## src/rtl/pes_pkg.sv

```systemverilog
// Shared types and constants for the pixel extremum search block.
package pes_pkg;

    // Fixed field widths
    localparam int COLOR_W    = 8;
    localparam int KEY_W      = 10;
    localparam int OUT_POS_W  = 12;
    localparam int CFG_DIM_W  = 13;
    localparam int CFG_DATA_W = 13;
    localparam int CFG_IDX_W  = 2;

    // Reset frame size
    localparam logic [CFG_DIM_W-1:0] DIM_RESET = CFG_DIM_W'(64);

    // Search modes
    typedef enum logic [1:0] {
        MODE_MAX_SUM  = 2'd0,
        MODE_MIN_SUM  = 2'd1,
        MODE_MAX_CHAN = 2'd2,
        MODE_MIN_CHAN = 2'd3
    } search_mode_t;

    // Channel select codes (three acts as blue)
    localparam logic [1:0] CHAN_RED   = 2'd0;
    localparam logic [1:0] CHAN_GREEN = 2'd1;
    localparam logic [1:0] CHAN_BLUE  = 2'd2;

    // Configuration register indexes
    localparam logic [CFG_IDX_W-1:0] CFG_SEARCH_MODE    = 2'd0;
    localparam logic [CFG_IDX_W-1:0] CFG_CHANNEL_SELECT = 2'd1;
    localparam logic [CFG_IDX_W-1:0] CFG_FRAME_WIDTH    = 2'd2;
    localparam logic [CFG_IDX_W-1:0] CFG_FRAME_HEIGHT   = 2'd3;

    // Input word
    typedef struct packed {
        logic [COLOR_W-1:0] red;
        logic [COLOR_W-1:0] green;
        logic [COLOR_W-1:0] blue;
    } pixel_t;

    // Output word
    typedef struct packed {
        logic [OUT_POS_W-1:0] best_column;
        logic [OUT_POS_W-1:0] best_row;
        logic [COLOR_W-1:0]   best_red;
        logic [COLOR_W-1:0]   best_green;
        logic [COLOR_W-1:0]   best_blue;
        logic [KEY_W-1:0]     best_key;
    } result_t;

    // Raster position status from the counter
    typedef struct packed {
        logic first;
        logic last;
    } pos_status_t;

endpackage

```

## src/rtl/pes_key_unit.sv

```systemverilog
// Key computation and compare against the held winner.
module pes_key_unit (
    input  pes_pkg::pixel_t                 pixel,
    input  pes_pkg::search_mode_t           search_mode,
    input  logic [1:0]                      channel_select,
    input  logic                            first,
    input  logic [pes_pkg::KEY_W-1:0]       held_key,
    output logic [pes_pkg::KEY_W-1:0]       key,
    output logic                            take
);
    import pes_pkg::*;

    // Channel sum or one chosen channel
    always_comb
    begin
        case (search_mode)
            MODE_MAX_SUM, MODE_MIN_SUM:
            begin
                key = KEY_W'(pixel.red) + KEY_W'(pixel.green) + KEY_W'(pixel.blue);
            end
            default:
            begin
                case (channel_select)
                    CHAN_RED:   key = KEY_W'(pixel.red);
                    CHAN_GREEN: key = KEY_W'(pixel.green);
                    default:    key = KEY_W'(pixel.blue);
                endcase
            end
        endcase
    end

    // First pixel seeds; strict compare keeps the earliest on ties
    always_comb
    begin
        if (first)
        begin
            take = 1'b1;
        end
        else
        begin
            case (search_mode)
                MODE_MAX_SUM, MODE_MAX_CHAN: take = key > held_key;
                default:                     take = key < held_key;
            endcase
        end
    end

endmodule

```

## src/rtl/pes_raster_counter.sv

```systemverilog
// Column and row counters against the clamped frame size.
module pes_raster_counter #(
    parameter int MAX_DIM = 4096,
    parameter int CNT_W   = 12
) (
    input  logic                              clk,
    input  logic                              rst_n,
    input  logic                              step,
    input  logic [pes_pkg::CFG_DIM_W-1:0]     frame_width,
    input  logic [pes_pkg::CFG_DIM_W-1:0]     frame_height,
    output logic [CNT_W-1:0]                  column,
    output logic [CNT_W-1:0]                  row,
    output pes_pkg::pos_status_t              status
);
    import pes_pkg::*;

    localparam int DIM_W = (CFG_DIM_W > CNT_W + 1) ? CFG_DIM_W : CNT_W + 1;
    localparam logic [DIM_W-1:0] MAX_DIM_V = DIM_W'(MAX_DIM);

    logic [CNT_W-1:0] column_reg, column_next;
    logic [CNT_W-1:0] row_reg, row_next;
    logic [DIM_W-1:0] width_clamped;
    logic [DIM_W-1:0] height_clamped;
    logic [DIM_W-1:0] column_inc;
    logic [DIM_W-1:0] row_inc;
    logic             row_wrap;
    logic             col_wrap;

    // Zero acts as one, oversize acts as MAX_DIM
    always_comb
    begin
        if (frame_width == '0)
            width_clamped = DIM_W'(1);
        else if (DIM_W'(frame_width) > MAX_DIM_V)
            width_clamped = MAX_DIM_V;
        else
            width_clamped = DIM_W'(frame_width);

        if (frame_height == '0)
            height_clamped = DIM_W'(1);
        else if (DIM_W'(frame_height) > MAX_DIM_V)
            height_clamped = MAX_DIM_V;
        else
            height_clamped = DIM_W'(frame_height);
    end

    // Wrap detection
    assign column_inc = DIM_W'(column_reg) + DIM_W'(1);
    assign row_inc    = DIM_W'(row_reg) + DIM_W'(1);
    assign col_wrap   = column_inc >= width_clamped;
    assign row_wrap   = row_inc >= height_clamped;

    // Next position
    always_comb
    begin
        column_next = column_reg;
        row_next    = row_reg;
        if (step)
        begin
            if (col_wrap)
            begin
                column_next = '0;
                row_next    = row_wrap ? '0 : CNT_W'(row_inc);
            end
            else
            begin
                column_next = CNT_W'(column_inc);
            end
        end
    end

    always_ff @(posedge clk or negedge rst_n)
    begin
        if (!rst_n)
        begin
            column_reg <= '0;
            row_reg    <= '0;
        end
        else
        begin
            column_reg <= column_next;
            row_reg    <= row_next;
        end
    end

    assign column       = column_reg;
    assign row          = row_reg;
    assign status.first = (column_reg == '0) && (row_reg == '0);
    assign status.last  = col_wrap && row_wrap;

endmodule

```

## src/rtl/pixel_extremum_search_core.sv

```systemverilog
// Top level: pixel extremum search over raster-ordered RGB frames.
// Takes one pixel word per clock and tracks the pixel with the largest or
// smallest key (channel sum or one chosen channel) within each frame of
// frame_width by frame_height pixels; ties keep the earliest pixel. One
// result word comes out after the last pixel of a frame is accepted: the
// input register takes the pixel, then the compare-and-hold stage loads the
// output register. Sustained rate is one pixel per clock; the input stalls
// only while a finished result waits in the output register and the pixel
// in the input register closes the next frame. Configuration is written
// through cfg_write_en/cfg_index/cfg_data while no pixel is in flight.
module pixel_extremum_search_core #(
    parameter int MAX_DIM = 4096
) (
    input  logic                                clk,
    input  logic                                rst_n,
    input  logic                                pixel_valid,
    output logic                                pixel_ready,
    input  pes_pkg::pixel_t                     pixel,
    output logic                                result_valid,
    input  logic                                result_ready,
    output pes_pkg::result_t                    result,
    input  logic                                cfg_write_en,
    input  logic [pes_pkg::CFG_IDX_W-1:0]       cfg_index,
    input  logic [pes_pkg::CFG_DATA_W-1:0]      cfg_data
);
    import pes_pkg::*;

    localparam int CNT_W = (MAX_DIM > 2) ? $clog2(MAX_DIM) : 1;
    localparam int POS_W = (CNT_W > OUT_POS_W) ? CNT_W : OUT_POS_W;

    // Configuration registers
    search_mode_t             mode_reg;
    logic [1:0]               chan_reg;
    logic [CFG_DIM_W-1:0]     width_reg;
    logic [CFG_DIM_W-1:0]     height_reg;

    // Input stage
    logic                     s1_valid_reg;
    pixel_t                   s1_pixel_reg;
    logic                     s1_fire;

    // Held winner
    logic [KEY_W-1:0]         held_key_reg;
    logic [CNT_W-1:0]         held_col_reg;
    logic [CNT_W-1:0]         held_row_reg;
    pixel_t                   held_pixel_reg;

    // Output stage
    logic                     result_valid_reg;
    result_t                  result_reg;
    result_t                  result_next;

    // Datapath signals
    logic [CNT_W-1:0]         column;
    logic [CNT_W-1:0]         row;
    pos_status_t              status;
    logic [KEY_W-1:0]         key;
    logic                     take;
    logic [KEY_W-1:0]         win_key;
    logic [CNT_W-1:0]         win_col;
    logic [CNT_W-1:0]         win_row;
    pixel_t                   win_pixel;
    logic [POS_W-1:0]         win_col_wide;
    logic [POS_W-1:0]         win_row_wide;

    // Configuration writes
    always_ff @(posedge clk or negedge rst_n)
    begin
        if (!rst_n)
        begin
            mode_reg   <= MODE_MAX_SUM;
            chan_reg   <= CHAN_RED;
            width_reg  <= DIM_RESET;
            height_reg <= DIM_RESET;
        end
        else if (cfg_write_en)
        begin
            case (cfg_index)
                CFG_SEARCH_MODE:    mode_reg   <= search_mode_t'(cfg_data[1:0]);
                CFG_CHANNEL_SELECT: chan_reg   <= cfg_data[1:0];
                CFG_FRAME_WIDTH:    width_reg  <= cfg_data[CFG_DIM_W-1:0];
                CFG_FRAME_HEIGHT:   height_reg <= cfg_data[CFG_DIM_W-1:0];
                default:            ;
            endcase
        end
    end

    // Stage 1 moves on unless it closes a frame while the output holds an untaken result
    assign s1_fire     = s1_valid_reg && (!status.last || !result_valid_reg || result_ready);
    assign pixel_ready = !s1_valid_reg || s1_fire;

    always_ff @(posedge clk or negedge rst_n)
    begin
        if (!rst_n)
            s1_valid_reg <= 1'b0;
        else if (pixel_ready)
            s1_valid_reg <= pixel_valid;
    end

    always_ff @(posedge clk)
    begin
        if (pixel_valid && pixel_ready)
            s1_pixel_reg <= pixel;
    end

    // Raster position
    pes_raster_counter #(
        .MAX_DIM (MAX_DIM),
        .CNT_W   (CNT_W)
    ) u_counter (
        .clk          (clk),
        .rst_n        (rst_n),
        .step         (s1_fire),
        .frame_width  (width_reg),
        .frame_height (height_reg),
        .column       (column),
        .row          (row),
        .status       (status)
    );

    // Key and compare
    pes_key_unit u_key (
        .pixel          (s1_pixel_reg),
        .search_mode    (mode_reg),
        .channel_select (chan_reg),
        .first          (status.first),
        .held_key       (held_key_reg),
        .key            (key),
        .take           (take)
    );

    // Winner including the current pixel
    assign win_key   = take ? key : held_key_reg;
    assign win_col   = take ? column : held_col_reg;
    assign win_row   = take ? row : held_row_reg;
    assign win_pixel = take ? s1_pixel_reg : held_pixel_reg;

    always_ff @(posedge clk or negedge rst_n)
    begin
        if (!rst_n)
        begin
            held_key_reg   <= '0;
            held_col_reg   <= '0;
            held_row_reg   <= '0;
            held_pixel_reg <= '0;
        end
        else if (s1_fire)
        begin
            held_key_reg   <= win_key;
            held_col_reg   <= win_col;
            held_row_reg   <= win_row;
            held_pixel_reg <= win_pixel;
        end
    end

    // Result word, positions as their low bits
    assign win_col_wide = POS_W'(win_col);
    assign win_row_wide = POS_W'(win_row);

    always_comb
    begin
        result_next.best_column = win_col_wide[OUT_POS_W-1:0];
        result_next.best_row    = win_row_wide[OUT_POS_W-1:0];
        result_next.best_red    = win_pixel.red;
        result_next.best_green  = win_pixel.green;
        result_next.best_blue   = win_pixel.blue;
        result_next.best_key    = win_key;
    end

    // Output register
    always_ff @(posedge clk or negedge rst_n)
    begin
        if (!rst_n)
            result_valid_reg <= 1'b0;
        else if (s1_fire && status.last)
            result_valid_reg <= 1'b1;
        else if (result_ready)
            result_valid_reg <= 1'b0;
    end

    always_ff @(posedge clk)
    begin
        if (s1_fire && status.last)
            result_reg <= result_next;
    end

    assign result_valid = result_valid_reg;
    assign result       = result_reg;

    // First pixel of a frame always becomes the held winner
    assert property (@(posedge clk) disable iff (!rst_n)
        s1_fire && status.first |=> held_col_reg == '0 && held_row_reg == '0)
        else $error("first pixel did not seed the search");

    // Frame end always loads a result
    assert property (@(posedge clk) disable iff (!rst_n)
        s1_fire && status.last |=> result_valid_reg)
        else $error("frame end produced no result");

    // A waiting result is never overwritten
    assert property (@(posedge clk) disable iff (!rst_n)
        result_valid_reg && !result_ready && s1_valid_reg && status.last |-> !s1_fire)
        else $error("pending result overwritten");

    // Empty input stage always takes a word
    assert property (@(posedge clk) disable iff (!rst_n)
        !s1_valid_reg |-> pixel_ready)
        else $error("input stalled while empty");

endmodule

```

## config.mk

```make
export PLATFORM = sky130hd
export DESIGN_NAME = pixel_extremum_search_core
export DESIGN_NICKNAME = d
export VERILOG_FILES = /design/src/rtl/pes_pkg.sv /design/src/rtl/pes_key_unit.sv /design/src/rtl/pes_raster_counter.sv /design/src/rtl/pixel_extremum_search_core.sv
export SDC_FILE = /design/constraint.sdc
export NUM_CORES = 1
export LEC_CHECK = 0
export ABC_AREA = 1
export BUFFER_PORTS_ARGS = -buffer_cell sky130_fd_sc_hd__buf_4
export CELL_PAD_IN_SITES_DETAIL_PLACEMENT = 0
export CELL_PAD_IN_SITES_GLOBAL_PLACEMENT = 1
export CORE_UTILIZATION = 49
export CTS_BUF_LIST = sky130_fd_sc_hd__clkbuf_8
export CTS_CLUSTER_DIAMETER = 40
export CTS_CLUSTER_SIZE = 8
export DETAILED_ROUTE_END_ITERATION = 16
export PLACE_DENSITY = 0.85
export SLEW_MARGIN = 20
export SYNTH_ARGS = -nofsm -noshare
export SYNTH_HDL_FRONTEND = slang
export SYNTH_HIERARCHICAL = 1
export SYNTH_SLANG_ARGS = --single-unit
```

## constraint.sdc

```tcl
create_clock -name clk -period 6.91 [get_ports clk]
set_input_delay 1.7275 -clock clk [delete_from_list [all_inputs] [get_ports clk]]
set_output_delay 1.7275 -clock clk [all_outputs]
set_load 0.01 [all_outputs]
```

==> flow_summary.json, run 1 <==
{
  "status": "completed",
  "synth_edf_count": 82,
  "instances_no_fill": 1586,
  "clock_skew_ns": 0.02297,
  "postLayoutSetupSlackWorst_ns": 1.559,
  "n_antenna_cell": 0,
  "layout-drive-gt1-share_pct": 17.85,
  "start_util_pct": 49.81,
  "largest_register_ffs": 58,
  "routed_wl_um": 23800,
  "hp-class": "register to register",
  "min_period_over_period_pct": 77.44,
  "post_cts_resized": 0,
  "drcViolationCount": 0,
  "ys_ff_latch": 196,
  "cp-end-kind": "output pin",
  "min_period_ns": 5.351,
  "reg2regPathDepth": 18,
  "core_um2": 20960,
  "netlist.area_leader.share_pct": 26.85,
  "ir_drop_v": 0.0004550,
  "avgSynthCellArea_um2": 8.599,
  "holdWs_ns": 0.4808,
  "clkSlewWorstSetupHoldPaths_ns": 0.11,
  "clkSinkCount": 196,
  "ys_seq_area_share_pct": 50.94,
  "area_delta_synth_final_pct": 12.37,
  "die_y_um": 148.0,
  "arrival_ns": 3.62,
  "wl_per_cell_um": 15.00,
  "cp.required_ns": 5.18,
  "cts_tree": "yes",
  "leakagePower_nw": 5.905,
  "clockBufferDepth": 2,
  "power_mw": 4.066,
  "postCtsHoldBufs": 0,
  "cts_buffers": 17,
  "setup.worst_path.start_class": "register",
  "hpwl_um": 16420,
  "fin_area_um2": 11730,
  "finish.utilization_pct": 55.98,
  "drt-initial-drc-count": 516,
  "num_rows": 53,
  "synthTopCellsByCount": "455 x nand2_1, 112 x dfrtp_1, 108 x inv_1",
  "first_pass_iters": 7,
  "synth_most_common_cell": "nand2_1",
  "cpMostUsedCell": "nand2_1",
  "final_antenna_net_count": 0,
  "worst_slew_pin_slew_ns": 1.087,
  "hold_depth": 2,
  "synthArstFlopShare_pct": 58.16,
  "synth.cell_area_um2": 10440,
  "grt_start_max_net_pins": 77,
  "cp_slowest_cell": "dfrtp_1",
  "fp.dieW_um": 148.0,
  "nNetsFinal": 1398,
  "dp_cells": 1554,
  "via_per_inst": 5.121,
  "synthesis.instances": 1214,
  "finalSetupTns_ns": 0,
  "grt_setup_unrepaired": "false",
  "grt_antenna_before_repair": 0,
  "placed_cell_area_um2": 11320,
  "max_freq_mhz": 186.9,
  "grt_pass1_wl_um": 39630,
  "drv_cap": 0,
  "final_max_slew_viol_count": 0,
  "fp.dieArea_um2": 21890,
  "num_vias": 8122,
  "p_per_area_nw_per_um2": 346.6,
  "postCtsSetupRepairBufs": 0,
  "finalHoldViolations": 0,
  "grt_pass1_vias": 7723,
  "yosys_warnings": 6,
  "io_pins": 104,
  "synthTopCellsByArea": "dfrtp_1 27%, edfxtp_1 24%, nand2_1 16%",
  "crit_chain": "ha_1 -> nand2_1 -> nor3_1 -> nand2_1 -> nor4_1 -> ha_1 -> nand2_1 -> nor2_2 -> nand2_2 -> inv_2 -> nand2_2 -> nor2_4 -> nor2_4 -> a31oi_1 -> nand4_1 -> buf_4",
  "worstPathMaxFanout": 14,
  "synth_top_flop_cell": "dfrtp_1",
  "setup_viol": 0,
  "worstSetupPathType": "register to output pin",
  "track_usage_pct": 23.24,
  "critPathMaxStageDelay_ns": 0.42,
  "clkLatencyLatePin_ns": 0.48,
  "place_congestion": 0.8581,
  "yosysUniqueCellTypes": 40,
  "synth_largest_area_cell": "dfrtp_1",
  "maxSlewHeadroom_pct": 27.46,
  "io_buffers": 103,
  "htree_levels": 4,
  "syn-num-nets": 1314,
  "pre_cts_slack_ns": 2.097,
  "grt_overflow": 0,
  "cts-root-buf": "clkbuf_8"
}
-- area by class of cell --
cell class                      count  area, um^2
Multi-Input combinational cell    856        4398
Sequential cell                   196        5319
Clock buffer                       18       247.7
Timing Repair Buffer              109       822.0
Clock inverter                     14       153.9
Inverter                          118       445.4
Fill cell                        1930        9225
Tap cell                          275       344.1
-- final timing paths --
path / endpoint / slack [ns] / start
max in group asynchronous: u_counter/column[6]$_DFFE_PN0P_ / 4.61 / rst_n
min in group asynchronous: held_pixel_reg[18]$_DFFE_PN0P_ / 1.20 / rst_n
min: held_col_reg[11]$_DFFE_PN0P_ / 0.48 / held_col_reg[11]$_DFFE_PN0P_
max: pixel_ready / 1.56 / u_counter/column[0]$_DFFE_PN0P_
max reg2reg: u_counter/row[5]$_DFFE_PN0P_ / 2.50 / u_counter/column[0]$_DFFE_PN0P_
min reg2reg: held_col_reg[11]$_DFFE_PN0P_ / 0.48 / held_col_reg[11]$_DFFE_PN0P_
-- critical path: cells and delay by family, from the launching register on --
kind / cells / cell delay [ns]
AO/OA/AOI/OAI: 1 / 0.39
adder cells (fa/ha/maj): 2 / 0.48
buffers and inverters: 2 / 0.26
flip-flops: 1 / 0.42
AND/OR/NAND/NOR: 11 / 1.59
-- layout by cell type (no fill, tap or decap), types with 6 or more instances in the layout --
cell,Yosys,final
nand2_1,455,455
dfrtp_1,112,111
buf_4,5,108
inv_1,108,107
nand3_1,98,97
edfxtp_1,82,82
nand2_2,57,57
nor2_1,55,55
ha_1,47,47
o21ai_0,39,39
clkbuf_8,0,18
a21oi_1,15,15
xor2_1,12,12
o21ai_1,11,11
nand4_1,10,10
inv_2,9,10
fa_1,9,9
nor2_2,7,7
nor4_1,6,6
nor2_4,6,6
-- kinds of logic after synthesis --
group	after synthesis	share of synthesized area [%]
fa+ha+maj	56	7.359
simple gates	710	29.65
xor+xnor	12	1.007
compound gates	78	4.063
flops	196	50.94
buf+inv	162	6.976
-- power by group --
| group | total [mW] | internal [mW] | switching (mW) |
|---|---|---|---|
| logic | 1.65 | 0.530 | 1.12 |
| registers | 1.67 | 1.50 | 0.166 |
| clock network | 0.749 | 0.283 | 0.466 |
-- per-layer routing --
metal	GRT usage [%]	up-vias	wire length, um
met5	0	-	0
met4	6.031	0	349
met3	4.414	26	1095
met2	39.29	209	11810
met1	30.67	3823	10550
li1	-	4064	-
No activity file was read; power rests on OpenSTA's default activity.
==> run 2: changes to the inputs <==
--- a/config.mk
+++ b/config.mk
@@ -5,7 +5,7 @@
 export SDC_FILE = /design/constraint.sdc
 export NUM_CORES = 1
 export LEC_CHECK = 0
-export ABC_AREA = 1
+export ABC_AREA = 0
 export BUFFER_PORTS_ARGS = -buffer_cell sky130_fd_sc_hd__buf_4
 export CELL_PAD_IN_SITES_DETAIL_PLACEMENT = 0
 export CELL_PAD_IN_SITES_GLOBAL_PLACEMENT = 1
@@ -14,7 +14,7 @@
 export CTS_CLUSTER_DIAMETER = 40
 export CTS_CLUSTER_SIZE = 8
 export DETAILED_ROUTE_END_ITERATION = 16
-export PLACE_DENSITY = 0.85
+export PLACE_DENSITY = 0.8
 export SLEW_MARGIN = 20
 export SYNTH_ARGS = -nofsm -noshare
 export SYNTH_HDL_FRONTEND = slang
==> constraint.sdc (replaced) <==
create_clock -name clk -period 5.6 [get_ports clk]
set_input_delay 1.4 -clock clk [delete_from_list [all_inputs] [get_ports clk]]
set_output_delay 1.4 -clock clk [all_outputs]
set_load 0.01 [all_outputs]
==> flow_summary.json, run 2 <==
{
  "status": "completed",
  "power_mw": 5.183,
  "synth_edf_count": 82,
  "num_rows": 51,
  "synth_top_flop_cell": "dfrtp_1",
  "nNetsFinal": 965,
  "synth_most_common_cell": "mux2_2",
  "ys_ff_latch": 196,
  "drt-initial-drc-count": 321,
  "postLayoutSetupSlackWorst_ns": 0.2579,
  "largest_register_ffs": 58,
  "placed_cell_area_um2": 11030,
  "cts_tree": "yes",
  "synthesis.instances": 763,
  "max_freq_mhz": 187.2,
  "pre_cts_slack_ns": 0.3679,
  "finalSetupTns_ns": 0,
  "hpwl_um": 15230,
  "routed_wl_um": 21410,
  "final_max_slew_viol_count": 0,
  "track_usage_pct": 22.07,
  "place_congestion": 0.8273,
  "worstPathMaxFanout": 6,
  "yosys_warnings": 6,
  "final_common_cell": "mux2_2",
  "fp.dieW_um": 144.8,
  "drcViolationCount": 0,
  "fp.dieArea_um2": 20970,
  "instances_no_fill": 1143,
  "first_pass_iters": 5,
  "leakagePower_nw": 4.901,
  "area_delta_synth_final_pct": 14.98,
  "maxSlewHeadroom_pct": 34.26,
  "arrival_ns": 3.94,
  "setup.worst_path.start_class": "register",
  "n_antenna_cell": 0,
  "core_um2": 19720,
  "clkSlewWorstSetupHoldPaths_ns": 0.10,
  "seqCellArea_um2": 5319,
  "clock_skew_ns": 0.02010,
  "syn-num-nets": 863,
  "synthArstFlopShare_pct": 58.16,
  "ys_seq_area_share_pct": 53.20,
  "postCtsHoldBufs": 0,
  "num-fill-cells": 1587,
  "p_per_area_nw_per_um2": 450.9,
  "fin_area_um2": 11490,
  "synth_largest_area_cell": "dfrtp_1",
  "cts_buffers": 17,
  "grt_antenna_before_repair": 0,
  "drv_cap": 0,
  "min_period_over_period_pct": 95.39,
  "layout_common_cells": "117 x mux2_2, 113 x buf_4, 111 x dfrtp_1",
  "clkSinkCount": 196,
  "netlist.area_leader.share_pct": 28.04,
  "finalHoldViolations": 0,
  "synth.cell_area_um2": 9996,
  "htree_levels": 4,
  "start_util_pct": 50.69,
  "wl_per_cell_um": 18.73,
  "grt_pass1_wl_um": 34670,
  "cts-root-buf": "clkbuf_8",
  "die_y_um": 144.8,
  "grt_start_max_net_pins": 74,
  "setup_viol": 0,
  "io_buffers": 103,
  "synthTopCellsByArea": "dfrtp_1 28%, edfxtp_1 25%, mux2_2 13%",
  "synthTopCellsByCount": "117 x mux2_2, 112 x dfrtp_1, 82 x edfxtp_1",
  "clockBufferDepth": 2,
  "via_per_inst": 5.540,
  "layout-drive-gt1-share_pct": 35.99,
  "worst_slew_pin_slew_ns": 0.9861,
  "hp-class": "register to register",
  "cp-end-kind": "output pin",
  "num_vias": 6332,
  "grt_overflow": 0,
  "io_pins": 104,
  "grt_pass1_vias": 6533,
  "ir_drop_v": 0.0002843,
  "cp.required_ns": 4.20,
  "avgSynthCellArea_um2": 13.10,
  "multi_input_area_um2": 4345,
  "yosysUniqueCellTypes": 66,
  "min_period_ns": 5.342,
  "dp_cells": 1108,
  "clkLatencyLatePin_ns": 0.47,
  "worstSetupPathType": "register to output pin",
  "grt_setup_unrepaired": "false",
  "final_antenna_net_count": 0
}
-- run 2: through the flow --
stage | util, % | hold WS, ns
2_1_floorplan | - | 0.4688
3_3_place_gp | 55.92 | 0.4851
3_5_place_dp | 55.92 | 0.4921
4_1_cts | 58.16 | 0.5148
5_1_grt | 58.29 | 0.5214
6_report | 58.29 | 0.5112
-- run 2: final cells by class --
type                       instances  share of cell area (%)
clock buffer                      18                   2.155
clock inverter                    14                   1.589
inverter                          37                   1.208
multi-input combinational        496                   37.81
sequential                       196                   46.28
tap                              265                   2.885
timing repair buffer             117                   8.078
-- run 2: timing repair --
action | 4_1_cts | 5_1_grt
cloned | 0 | 0
resized for setup | 1 | 4
setup endpoints to repair | 1 | 1
pin swaps | 0 | 1
buffers inserted | 1 | 2
-- run 2: where the power goes --
group / switching [mW] / internal (mW) / total (mW)
Combinational: 0.949 / 1.09 / 2.04
Clock: 0.543 / 0.431 / 0.974
Sequential: 0.267 / 1.91 / 2.17
-- run 2: final timing paths --
check,start,endpoint,slack [ns],cells past startpoint
min reg2reg,held_pixel_reg[21]$_DFFE_PN0P_,held_pixel_reg[21]$_DFFE_PN0P_,0.51,1
min in group asynchronous,rst_n,held_pixel_reg[18]$_DFFE_PN0P_,1.07,1
min,held_pixel_reg[21]$_DFFE_PN0P_,held_pixel_reg[21]$_DFFE_PN0P_,0.51,1
max reg2reg,s1_pixel_reg[4]$_DFFE_PP_,held_pixel_reg[19]$_DFFE_PN0P_,0.66,13
max in group asynchronous,rst_n,u_counter/column[0]$_DFFE_PN0P_,3.38,2
max,u_counter/column[1]$_DFFE_PN0P_,pixel_ready,0.26,14
-- run 2: cell families (layout without fill, tap and decap cells) --
group	after synthesis	in the layout	synth area share, %
AOI/OAI and AO/OA	105	105	7.285
xor gates and xnor gates	19	19	1.665
adders and majority gates	56	56	7.685
buffers and inverters	71	186	3.542
DFF	196	196	53.20
muxes	157	157	18.69
and+or+nand+nor	159	159	7.936
-- run 2: metal layers --
metal	up-vias	global-route usage (%)	share of wire (%)
li1	2992	-	-
met3	23	4.014	3.3
met5	-	0	0
met4	0	6.925	1.8
met2	130	38.94	52
met1	3187	27.34	43
-- run 2: critical path, stage by stage, from the launching register on --
cell,delay [ns]
dfrtp_1,0.44
ha_1,0.26
nand3_1,0.13
or3_1,0.43
nor2_2,0.20
nand3_1,0.11
xnor2_1,0.18
ha_1,0.32
nand4_1,0.15
a2111oi_1,0.42
o31a_1,0.23
nor2_1,0.07
nor2_2,0.20
nand3_1,0.15
buf_4,0.18
